==> src/design/mls_pkg.sv <==
// Shared widths for the modular linear solver.
// No dependencies; used by the channel interfaces and the top level.
`timescale 1ns / 1ps

package mls_pkg;

   localparam int FW = 31;           // field width of coeff, rhs, modulus, solution
   localparam int SW = FW + 2;       // signed width of the Bezout coefficients
   localparam int PW = 2 * FW;       // width of the full product and the dividend shifter
   localparam int CW = $clog2(PW);   // width of the step counter

   localparam logic [FW-1:0] MODULUS_RESET = FW'(10001);

endpackage

==> src/design/mls_if.sv <==
// Channel interfaces for the modular linear solver: request, response, register write.
// Depends on mls_pkg for the field widths.
`timescale 1ns / 1ps

interface mls_req_if;
   logic                  valid;
   logic                  ready;
   logic [mls_pkg::FW-1:0] coeff;
   logic [mls_pkg::FW-1:0] rhs;

   modport source (output valid, output coeff, output rhs, input ready);
   modport sink   (input valid, input coeff, input rhs, output ready);
endinterface

interface mls_rsp_if;
   logic                  valid;
   logic                  ready;
   logic                  solvable;
   logic [mls_pkg::FW-1:0] solution;

   modport source (output valid, output solvable, output solution, input ready);
   modport sink   (input valid, input solvable, input solution, output ready);
endinterface

interface mls_csr_if;
   logic                  valid;
   logic                  ready;
   logic [mls_pkg::FW-1:0] data;

   modport source (output valid, output data, input ready);
   modport sink   (input valid, input data, output ready);
endinterface

==> src/design/modular_linear_solver.sv <==
// Modular linear solver: solves coeff * s = rhs (mod modulus).
// Depends on mls_pkg and the channel interfaces in mls_if.sv.
//
// Use:
//   csr_ch  writes the modulus; always ready, take effect for the next request.
//   req_ch  takes one request (coeff, rhs) when the block is idle; ready is low
//           from acceptance until the response has been taken.
//   rsp_ch  returns solvable and solution, held stable until rsp_ch.ready.
// Operation:
//   Each Euclid step runs one restoring division through the shared divider,
//   one quotient bit per cycle, between the bookkeeping states CHK and POST,
//   with the quotient times coefficient product accumulated in the same loop.
//   The last pass of that loop divides rhs by the gcd; then quotient mod
//   modulus and a 62 bit product mod modulus follow, each through the same
//   divider and POST. A new request is taken only after the response
//   to the last one has been taken; a zero modulus answers on the cycle
//   after acceptance. One request is in work at a time.
// Reset: synchronous, active high; the modulus returns to 10001 and the block
//   comes up idle and ready. A stalled response simply holds the block.
`timescale 1ns / 1ps

module modular_linear_solver (
   input  logic       clock,
   input  logic       reset,
   mls_req_if.sink    req_ch,
   mls_rsp_if.source  rsp_ch,
   mls_csr_if.sink    csr_ch
);

   localparam logic [2:0] ST_IDLE = 3'd0;
   localparam logic [2:0] ST_CHK  = 3'd1;
   localparam logic [2:0] ST_DIV  = 3'd2;
   localparam logic [2:0] ST_POST = 3'd3;
   localparam logic [2:0] ST_OUT  = 3'd4;

   localparam logic [1:0] OP_EUC  = 2'd0;
   localparam logic [1:0] OP_BDIV = 2'd1;
   localparam logic [1:0] OP_QMOD = 2'd2;
   localparam logic [1:0] OP_PMOD = 2'd3;

   localparam int FW = mls_pkg::FW;
   localparam int SW = mls_pkg::SW;
   localparam int PW = mls_pkg::PW;
   localparam int CW = mls_pkg::CW;

   logic [2:0]           state_ff, state_in;
   logic [1:0]           op_ff, op_in;
   logic [CW-1:0]        count_ff, count_in;
   logic [FW-1:0]        modulus_ff, modulus_in;
   logic [FW-1:0]        n_ff, n_in;
   logic [FW-1:0]        b_ff, b_in;
   logic [FW-1:0]        r0_ff, r0_in;
   logic [FW-1:0]        r1_ff, r1_in;
   logic signed [SW-1:0] s0_ff, s0_in;
   logic signed [SW-1:0] s1_ff, s1_in;
   logic signed [SW-1:0] acc_ff, acc_in;
   logic [PW-1:0]        dq_ff, dq_in;
   logic [FW-1:0]        rem_ff, rem_in;
   logic [FW-1:0]        div_ff, div_in;
   logic [FW-1:0]        mag_ff, mag_in;
   logic                 neg_ff, neg_in;
   logic                 ok_ff, ok_in;
   logic [FW-1:0]        sol_ff, sol_in;

   logic [FW:0]          shifted;
   logic [FW+1:0]        diff;
   logic                 qbit;
   logic [SW-1:0]        absx;
   logic [SW-1:0]        absx_red;

   assign csr_ch.ready    = 1'b1;
   assign req_ch.ready    = (state_ff == ST_IDLE);
   assign rsp_ch.valid    = (state_ff == ST_OUT);
   assign rsp_ch.solvable = ok_ff;
   assign rsp_ch.solution = sol_ff;

   // shared divider step, with the quotient times s1 product in the same loop
   always_comb begin
      shifted = {rem_ff, dq_ff[PW-1]};
      diff    = {1'b0, shifted} - {2'b00, div_ff};
      qbit    = ~diff[FW+1];
      absx    = s0_ff[SW-1] ? SW'(-s0_ff) : SW'(s0_ff);
      absx_red = (absx >= {2'b00, n_ff}) ? (absx - {2'b00, n_ff}) : absx;
   end

   always_comb begin
      state_in   = state_ff;
      op_in      = op_ff;
      count_in   = count_ff;
      modulus_in = modulus_ff;
      n_in       = n_ff;
      b_in       = b_ff;
      r0_in      = r0_ff;
      r1_in      = r1_ff;
      s0_in      = s0_ff;
      s1_in      = s1_ff;
      acc_in     = acc_ff;
      dq_in      = dq_ff;
      rem_in     = rem_ff;
      div_in     = div_ff;
      mag_in     = mag_ff;
      neg_in     = neg_ff;
      ok_in      = ok_ff;
      sol_in     = sol_ff;

      if (csr_ch.valid) begin
         modulus_in = csr_ch.data;
      end

      unique case (state_ff)
         ST_IDLE: begin
            if (req_ch.valid) begin
               n_in  = modulus_ff;
               b_in  = req_ch.rhs;
               r0_in = req_ch.coeff;
               r1_in = modulus_ff;
               s0_in = SW'(1);
               s1_in = '0;
               if (modulus_ff == '0) begin
                  ok_in    = 1'b0;
                  sol_in   = '0;
                  state_in = ST_OUT;
               end else begin
                  state_in = ST_CHK;
               end
            end
         end
         ST_CHK: begin
            rem_in   = '0;
            acc_in   = '0;
            count_in = CW'(FW - 1);
            state_in = ST_DIV;
            if (r1_ff == '0) begin
               op_in  = OP_BDIV;
               dq_in  = {b_ff, FW'(0)};
               div_in = r0_ff;
            end else begin
               op_in  = OP_EUC;
               dq_in  = {r0_ff, FW'(0)};
               div_in = r1_ff;
            end
         end
         ST_DIV: begin
            dq_in  = {dq_ff[PW-2:0], qbit};
            rem_in = qbit ? diff[FW-1:0] : shifted[FW-1:0];
            acc_in = (acc_ff <<< 1) + (qbit ? s1_ff : SW'(0));
            count_in = count_ff - CW'(1);
            if (count_ff == '0) begin
               state_in = ST_POST;
            end
         end
         ST_POST: begin
            unique case (op_ff)
               OP_EUC: begin
                  r0_in    = r1_ff;
                  r1_in    = rem_ff;
                  s0_in    = s1_ff;
                  s1_in    = s0_ff - acc_ff;
                  state_in = ST_CHK;
               end
               OP_BDIV: begin
                  if (rem_ff != '0) begin
                     ok_in    = 1'b0;
                     sol_in   = '0;
                     state_in = ST_OUT;
                  end else begin
                     neg_in   = s0_ff[SW-1];
                     mag_in   = absx_red[FW-1:0];
                     op_in    = OP_QMOD;
                     dq_in    = {dq_ff[FW-1:0], FW'(0)};
                     div_in   = n_ff;
                     rem_in   = '0;
                     acc_in   = '0;
                     count_in = CW'(FW - 1);
                     state_in = ST_DIV;
                  end
               end
               OP_QMOD: begin
                  op_in    = OP_PMOD;
                  dq_in    = PW'(mag_ff) * PW'(rem_ff);
                  div_in   = n_ff;
                  rem_in   = '0;
                  acc_in   = '0;
                  count_in = CW'(PW - 1);
                  state_in = ST_DIV;
               end
               OP_PMOD: begin
                  ok_in    = 1'b1;
                  sol_in   = (neg_ff && rem_ff != '0) ? (n_ff - rem_ff) : rem_ff;
                  state_in = ST_OUT;
               end
               default: begin
                  state_in = ST_IDLE;
               end
            endcase
         end
         ST_OUT: begin
            if (rsp_ch.ready) begin
               state_in = ST_IDLE;
            end
         end
         default: begin
            state_in = ST_IDLE;
         end
      endcase
   end

   always_ff @(posedge clock) begin
      if (reset) begin
         state_ff   <= ST_IDLE;
         modulus_ff <= mls_pkg::MODULUS_RESET;
      end else begin
         state_ff   <= state_in;
         modulus_ff <= modulus_in;
      end
   end

   always_ff @(posedge clock) begin
      op_ff    <= op_in;
      count_ff <= count_in;
      n_ff     <= n_in;
      b_ff     <= b_in;
      r0_ff    <= r0_in;
      r1_ff    <= r1_in;
      s0_ff    <= s0_in;
      s1_ff    <= s1_in;
      acc_ff   <= acc_in;
      dq_ff    <= dq_in;
      rem_ff   <= rem_in;
      div_ff   <= div_in;
      mag_ff   <= mag_in;
      neg_ff   <= neg_in;
      ok_ff    <= ok_in;
      sol_ff   <= sol_in;
   end

endmodule

==> src/flat_wrapper.sv <==
// flat-port wrapper written by rule: the top's interface ports become plain ports
module modular_linear_solver_flat 
  (clock, reset, req_ch_valid, req_ch_coeff, req_ch_rhs, req_ch_ready, rsp_ch_valid, rsp_ch_solvable, rsp_ch_solution, rsp_ch_ready, csr_ch_valid, csr_ch_data, csr_ch_ready);
  mls_req_if req_ch_i ();
  mls_rsp_if rsp_ch_i ();
  mls_csr_if csr_ch_i ();
  input  logic clock;
  input  logic reset;
  input wire logic [$bits(req_ch_i.valid)-1:0] req_ch_valid;
  input wire logic [$bits(req_ch_i.coeff)-1:0] req_ch_coeff;
  input wire logic [$bits(req_ch_i.rhs)-1:0] req_ch_rhs;
  output wire logic [$bits(req_ch_i.ready)-1:0] req_ch_ready;
  output wire logic [$bits(rsp_ch_i.valid)-1:0] rsp_ch_valid;
  output wire logic [$bits(rsp_ch_i.solvable)-1:0] rsp_ch_solvable;
  output wire logic [$bits(rsp_ch_i.solution)-1:0] rsp_ch_solution;
  input wire logic [$bits(rsp_ch_i.ready)-1:0] rsp_ch_ready;
  input wire logic [$bits(csr_ch_i.valid)-1:0] csr_ch_valid;
  input wire logic [$bits(csr_ch_i.data)-1:0] csr_ch_data;
  output wire logic [$bits(csr_ch_i.ready)-1:0] csr_ch_ready;
  assign req_ch_i.valid = req_ch_valid;
  assign req_ch_i.coeff = req_ch_coeff;
  assign req_ch_i.rhs = req_ch_rhs;
  assign req_ch_ready = req_ch_i.ready;
  assign rsp_ch_valid = rsp_ch_i.valid;
  assign rsp_ch_solvable = rsp_ch_i.solvable;
  assign rsp_ch_solution = rsp_ch_i.solution;
  assign rsp_ch_i.ready = rsp_ch_ready;
  assign csr_ch_i.valid = csr_ch_valid;
  assign csr_ch_i.data = csr_ch_data;
  assign csr_ch_ready = csr_ch_i.ready;
  modular_linear_solver u_core (.clock(clock), .reset(reset), .req_ch(req_ch_i), .rsp_ch(rsp_ch_i), .csr_ch(csr_ch_i));
endmodule
==> config.mk <==
export PLATFORM = sky130hd
export DESIGN_NAME = modular_linear_solver_flat
export DESIGN_NICKNAME = d
export VERILOG_FILES = /design/src/design/mls_pkg.sv /design/src/design/mls_if.sv /design/src/design/modular_linear_solver.sv /design/src/flat_wrapper.sv
export SDC_FILE = /design/constraint.sdc
export NUM_CORES = 2
export LEC_CHECK = 0
export BUFFER_PORTS_ARGS = -buffer_cell sky130_fd_sc_hd__buf_2
export CAP_MARGIN = 15
export CORE_MARGIN = 4
export CORE_UTILIZATION = 40
export DETAILED_ROUTE_END_ITERATION = 7
export PLACE_DENSITY = 0.58
export SLEW_MARGIN = 20
export SYNTH_ARGS = -nofsm -noshare
export SYNTH_HDL_FRONTEND = slang
export SYNTH_SLANG_ARGS = --single-unit
export TNS_END_PERCENT = 50
==> constraint.sdc <==
create_clock -name clock -period 23.4 [get_ports clock]
set_input_delay 0 -clock clock [delete_from_list [all_inputs] [get_ports clock]]
set_output_delay 0 -clock clock [all_outputs]
set_load 0.01 [all_outputs]
* Word-level counts from Yosys, hierarchy flattened
Cells that the tools add are included.
Widths: inputs -> output; s select.
** Word-level totals
- Word-level logic and storage cells :: 117
- Input port bits :: 98
- Flip-flop bits (word level) :: 453
** Operators by class
- Multipliers :: 1
- Magnitude comparators :: 1
- Eq/ne operators :: 16
- Bitwise logic cells :: 2
- Add/sub/neg operators :: 7
- Reduce and logical (&&, ||, !) cells :: 17
- Muxes and demuxes :: 55
** Operators with widths (number)
- $pmux 31 s2 :: 7
- $mux 31 :: 13
- $mux 33 :: 7
- $pmux 33 s2 :: 3
- $pmux 62 s3 :: 1
- $mux 62 :: 2
- $pmux 62 s2 :: 1
- $pmux 33 s3 :: 1
- $pmux 31 s3 :: 1
- $logic_not 31->1 :: 2
- $mul 31x31->62 :: 1
- $sub 31x31->31 :: 2
- $add 33x33->33 :: 1
- $ge 33x31->1 :: 1
- $neg 33->33 :: 1
- $sub 32x31->33 :: 1
- $sub 33x33->33 :: 1
- $reduce_bool 31->1 :: 1
- $pmux 6 s3 :: 1
- $mux 3 :: 5
- $pmux 3 s5 :: 1
- $reduce_and 3->1 :: 5
- $pmux 3 s4 :: 1
- $pmux 6 s2 :: 1
- other kinds (24) :: 38

* Depth between registers and ports, before layout
- Depth after elaboration :: 5
- Gate-level depth with buffers :: 28
- Depth with buffers taken out :: 26

* Worst setup path after synthesis
No wires, ideal clock.
- Path kind :: reg2reg
- From :: register u_core.rem_ff[7]
- To :: register u_core.dq_ff[49] (data pin)
- Buffers on the path :: 3
- Library setup time :: 271 ps
- Period minus slack after synthesis :: 7986 ps
- Data required time :: 23129 ps
- Setup slack :: 15414 ps
- Stages on the path, launching flop included :: 24
- Data arrival time :: 7714 ps
- Cell sequence :: edfxtp_1 clkbuf_1 clkbuf_1 nand2_1 fa_1 fa_1 fa_1 fa_1 inv_1 fa_1 fa_1 fa_1 fa_1 ha_1 clkbuf_1 nand3_1 or2_2 or3_1 a2111oi_0 nor2_1 o41ai_1 a21boi_0 xor2_1 o21ai_0
** On the way
- Cells in the longest elaborated chain, start to end :: 3
** Ends and longest elaborated chain
- from (decl) :: RTL line modular_linear_solver.sv:58 : logic [FW-1:0] rem_ff, rem_in;
- from (signal assigned) :: RTL line modular_linear_solver.sv:229 : rem_ff <= rem_in;
- $mul 31x31->62 :: RTL line modular_linear_solver.sv:180 : dq_in = PW'(mag_ff) * PW'(rem_ff);
- $pmux 62 s2 :: RTL line modular_linear_solver.sv:153 : unique case (op_ff)
- $pmux 62 s3 :: RTL line modular_linear_solver.sv:110 : unique case (state_ff)
- net u_core.dq_in[49] :: RTL line modular_linear_solver.sv:57 : logic [PW-1:0] dq_ff, dq_in;
- to (signal assigned) :: RTL line modular_linear_solver.sv:228 : dq_ff <= dq_in;
- to (decl) :: RTL line modular_linear_solver.sv:57
The timed path passes the listed nets, and every way through them passes these cells.
A chain may end at the register's enable or synchronous reset.

* Worst setup path in the final report
- From :: register u_core.mag_ff[20]
- To :: register u_core.dq_ff[49] (data pin)
** On the way
- Cells in the longest elaborated chain, start to end :: 3
** Ends and longest elaborated chain
- from (decl) :: RTL line modular_linear_solver.sv:60 : logic [FW-1:0] mag_ff, mag_in;
- from (signal assigned) :: RTL line modular_linear_solver.sv:231 : mag_ff <= mag_in;
- $mul 31x31->62 :: RTL line modular_linear_solver.sv:180
- $pmux 62 s2 :: RTL line modular_linear_solver.sv:153
- $pmux 62 s3 :: RTL line modular_linear_solver.sv:110
- net u_core.dq_in[49] :: RTL line modular_linear_solver.sv:57
The timed path passes the listed nets, and every way through them passes these cells.

==> impl_results.rst <==
.. list-table::
   :header-rows: 1

   * - Metric
     - Value
   * - Result of the run
     - finished clean
   * - Net count after synthesis
     - 7489
   * - Synth cell count leaders
     - 945 x sky130_fd_sc_hd__inv_1, 842 x sky130_fd_sc_hd__fa_1, 799 x sky130_fd_sc_hd__nand2_1
   * - H-Tree Level Count
     - 2
   * - Worst min-delay path category
     - input port to register
   * - Pin count of the biggest net entering global routing
     - 80
   * - Drt drc
     - 0
   * - Finish-stage setup viols
     - 0
   * - Setup TNS
     - 0 ps
   * - RD Place Congestion
     - 0.919
   * - Top cells by area in the synthesized netlist
     - sky130_fd_sc_hd__fa_1 29%, sky130_fd_sc_hd__edfxtp_1 22%, sky130_fd_sc_hd__ha_1 8.9%, sky130_fd_sc_hd__inv_1 6.1%, sky130_fd_sc_hd__and2_1 5.9%
   * - Max Freq
     - 111 MHz
   * - Time the final worst path needs with I/O delays and setup
     - 9050 ps
   * - Fraction of the mapped netlist area in simple logic gates
     - 16.3%
   * - Worst setup path class
     - register to register
   * - Synth Area in XOR/XNOR
     - 3.06%
   * - Total detailed-routing wirelength
     - 183000 um
   * - Starting density of the core
     - 40.4%
   * - Number of endpoints with negative hold slack in the final report
     - 0
   * - Horizontal die dimension
     - 389 um
   * - Longest Clk Path Bufs
     - 3
   * - Number of distinct library cell variants in the gate-level netlist after synthesis
     - 75
   * - Worst Tran Pin Value
     - 1220 ps
   * - Die Outline Area
     - 151000 um^2
   * - Compound-Gate Fraction of Synth Area
     - 10.1%
   * - Final count of pins violating max slew
     - 0
   * - Worst path required time
     - 23770 ps
   * - Number of detailed-route iterations in the first pass
     - 6
   * - CTS clock-pin slew for the worst setup and hold paths
     - 70 ps
   * - Most common flop cell mapped by yosys
     - sky130_fd_sc_hd__edfxtp_1
   * - Hold Path Origin
     - req_ch_rhs[10]
   * - Mean instance size in the synthesized netlist
     - 9.47 um^2
   * - Sort of element at the start of the critical path
     - register
   * - Floorplan Core Area
     - 144000 um^2
   * - Clock Skews
     - 84.2 ps
   * - Sequential cell area fraction in the yosys report
     - 22.8%
   * - Clock Sink Count
     - 453
   * - Post-synth EDFFs
     - 419
   * - Std-Cell Rows
     - 139
   * - Highest net fanout along the worst path
     - 21
   * - Die Ht
     - 389 um
   * - Layout cell share with drive strength beyond 1
     - 6.26%
   * - Wire length of the first global-routing pass
     - 284000 um
   * - Main combinational cell family by area after synthesis
     - adder cells
   * - Antenna violations before repair
     - 9
   * - Nature of the critical path endpoint
     - register
   * - Post-Synthesis Cell Area
     - 58100 um^2
   * - Overall track demand over capacity in global routing
     - 24.3%
   * - Yosys top cell area share
     - 29.0%
   * - Startpoint of the most critical register-to-register path
     - u_core.mag_ff[20]$_DFFE_PP_
   * - Cell type with the highest aggregate area in the netlist
     - sky130_fd_sc_hd__fa_1
   * - Source of the critical timing path
     - u_core.mag_ff[20]$_DFFE_PP_
   * - Arrival time at the worst endpoint
     - 9420 ps
   * - CTS root buf
     - sky130_fd_sc_hd__clkbuf_16
   * - Setup slack of the most critical reg-to-reg path
     - 14350 ps
   * - DR WL/cell
     - 22.4 um
   * - Leftover overflow at the end of global routing
     - 0
   * - Count of port buffers added during placement
     - 131
   * - Total CTS buffers
     - 54
   * - Post-route fraction of the period consumed by the critical path
     - 38.7%
   * - Proportion of register bits with asynchronous set or reset after synthesis
     - 0%
   * - Clock tree from TritonCTS
     - done
   * - Number of maximum-capacitance violations
     - 0
   * - # fillers
     - 14000
   * - Routed vias
     - 44700
   * - Vias/cell
     - 5.46
   * - Skew-Pair Late Insertion Delay
     - 720 ps
   * - Total number of yosys warnings
     - 0
   * - Most numerous cell in the Yosys netlist
     - sky130_fd_sc_hd__inv_1
   * - Drt first-iter violations
     - 3843
   * - Final #Nets
     - 7588
   * - Tightest slew margin relative to the limit
     - 18.4%
   * - Number of instances in the synthesized netlist
     - 6136
   * - DRT antenna net count
     - 0
   * - Post-synthesis mux area share
     - 1.45%
   * - Adder-cell share of the synthesized area
     - 37.9%
   * - Post-synthesis sequential element count
     - 453
   * - HPWL after detailed placement
     - 141000 um
   * - Via count of the first global-routing pass
     - 46700
   * - Area added between synthesis and finish
     - 10.2%
   * - IO Count
     - 133
   * - Unrepaired setup endpoints after global routing
     - no
==> logic make-up after synthesis <==
group,after synthesis
adder cells (fa/ha/maj),1255
other,1
AND/OR/NAND/NOR,1937
XOR/XNOR,203
multiplexers,75
buffers and inverters,1281
flip-flops,453
AO/OA/AOI/OAI,931
==> flip-flops by register name, summed over array words and instances, names as in the netlist, 33 cells and up <==
signal	count
u_core.dq_ff	62
u_core.acc_ff	33
u_core.s0_ff	33
u_core.s1_ff	33
==> per-stage QoR <==
stage,std cells,setup slack (ps),cell area (um^2),hold WS [ps],util (%)
5_1_grt,8183,13880,64100,24.3,44.5
6_report,8184,14350,64100,22.5,44.5
3_3_place_gp,7927,14380,60700,179,42.1
2_1_floorplan,6136,15410,58100,98.9,-
4_1_cts,8182,14260,64100,1.35,44.5
3_5_place_dp,7928,14310,60700,178,42.1
==> worst max-delay path: stages, from the launching register on <==
cell                        delay [ps]
sky130_fd_sc_hd__edfxtp_1          930
sky130_fd_sc_hd__buf_4             360
sky130_fd_sc_hd__and2_1            180
sky130_fd_sc_hd__fa_1              440
sky130_fd_sc_hd__fa_1              440
sky130_fd_sc_hd__fa_1              540
sky130_fd_sc_hd__inv_1              50
sky130_fd_sc_hd__fa_1              480
sky130_fd_sc_hd__inv_1              50
sky130_fd_sc_hd__fa_1              480
sky130_fd_sc_hd__fa_1              470
sky130_fd_sc_hd__fa_1              430
sky130_fd_sc_hd__fa_1              470
sky130_fd_sc_hd__ha_1              490
sky130_fd_sc_hd__nand3_1           210
sky130_fd_sc_hd__or2_2             370
sky130_fd_sc_hd__or3_1             400
sky130_fd_sc_hd__a2111oi_0         300
sky130_fd_sc_hd__nor2_1            180
sky130_fd_sc_hd__o41ai_1           950
sky130_fd_sc_hd__a21boi_0          250
sky130_fd_sc_hd__xor2_1            180
sky130_fd_sc_hd__o21ai_0            80
==> routing by layer <==
| layer | routed length, um | share of wire (%) | vias up | global-route usage [%] |
|---|---|---|---|---|
| li1 | - | - | 20100 | - |
| met1 | 76300 | 42 | 22800 | 31.9 |
| met2 | 86800 | 47 | 1502 | 40.6 |
| met3 | 11100 | 6.1 | 329 | 3.15 |
| met4 | 8940 | 4.9 | 4 | 10.1 |
| met5 | 31 | 0.017 | - | 0 |
==> cells in the final DEF, fill, tap and decap left out, types with 56 or more instances in the layout <==
| master | count |
|---|---|
| sky130_fd_sc_hd__inv_1 | 945 |
| sky130_fd_sc_hd__fa_1 | 842 |
| sky130_fd_sc_hd__nand2_1 | 798 |
| sky130_fd_sc_hd__and2_1 | 546 |
| sky130_fd_sc_hd__edfxtp_1 | 419 |
| sky130_fd_sc_hd__ha_1 | 413 |
| sky130_fd_sc_hd__a21oi_1 | 292 |
| sky130_fd_sc_hd__nor2_1 | 227 |
| sky130_fd_sc_hd__o21ai_0 | 217 |
| sky130_fd_sc_hd__dlygate4sd3_1 | 153 |
| sky130_fd_sc_hd__xnor2_1 | 133 |
| sky130_fd_sc_hd__buf_2 | 131 |
| sky130_fd_sc_hd__a21o_1 | 108 |
| sky130_fd_sc_hd__buf_4 | 91 |
| sky130_fd_sc_hd__xor2_1 | 70 |
| sky130_fd_sc_hd__and3_1 | 62 |
| sky130_fd_sc_hd__a211oi_1 | 60 |
| sky130_fd_sc_hd__nor3_1 | 57 |
| sky130_fd_sc_hd__clkbuf_16 | 56 |
==> what timing repair did <==
action | 4_1_cts | 5_1_grt
resized for setup | 0 | 0
hold buffers | 153 | 0
hold endpoints to repair | 96 | 0
buffers inserted | 0 | 0
==> worst paths after layout <==
path                                     end  depth (start not counted)
hold reg to reg     u_core.n_ff[2]$_DFFE_PP_                          0
setup / recovery  u_core.dq_ff[49]$_DFFE_PP_                         22
setup reg to reg  u_core.dq_ff[49]$_DFFE_PP_                         22
hold / removal     u_core.b_ff[10]$_DFFE_PP_                          2
==> area by class of cell <==
type	instances	area, um^2	share of cell area [%]
Antenna cell	1	2.50	0.00391
Clock buffer	66	1510	2.36
Clock inverter	35	330	0.516
Inverter	947	3560	5.55
Multi-Input combinational cell	4402	40100	62.6
Sequential cell	453	13300	20.7
Tap cell	1903	2380	3.72
Timing Repair Buffer	377	2900	4.53
Power is not shown: default switching activity piles up to over one toggle a cycle in this logic, so the estimate is an artifact.
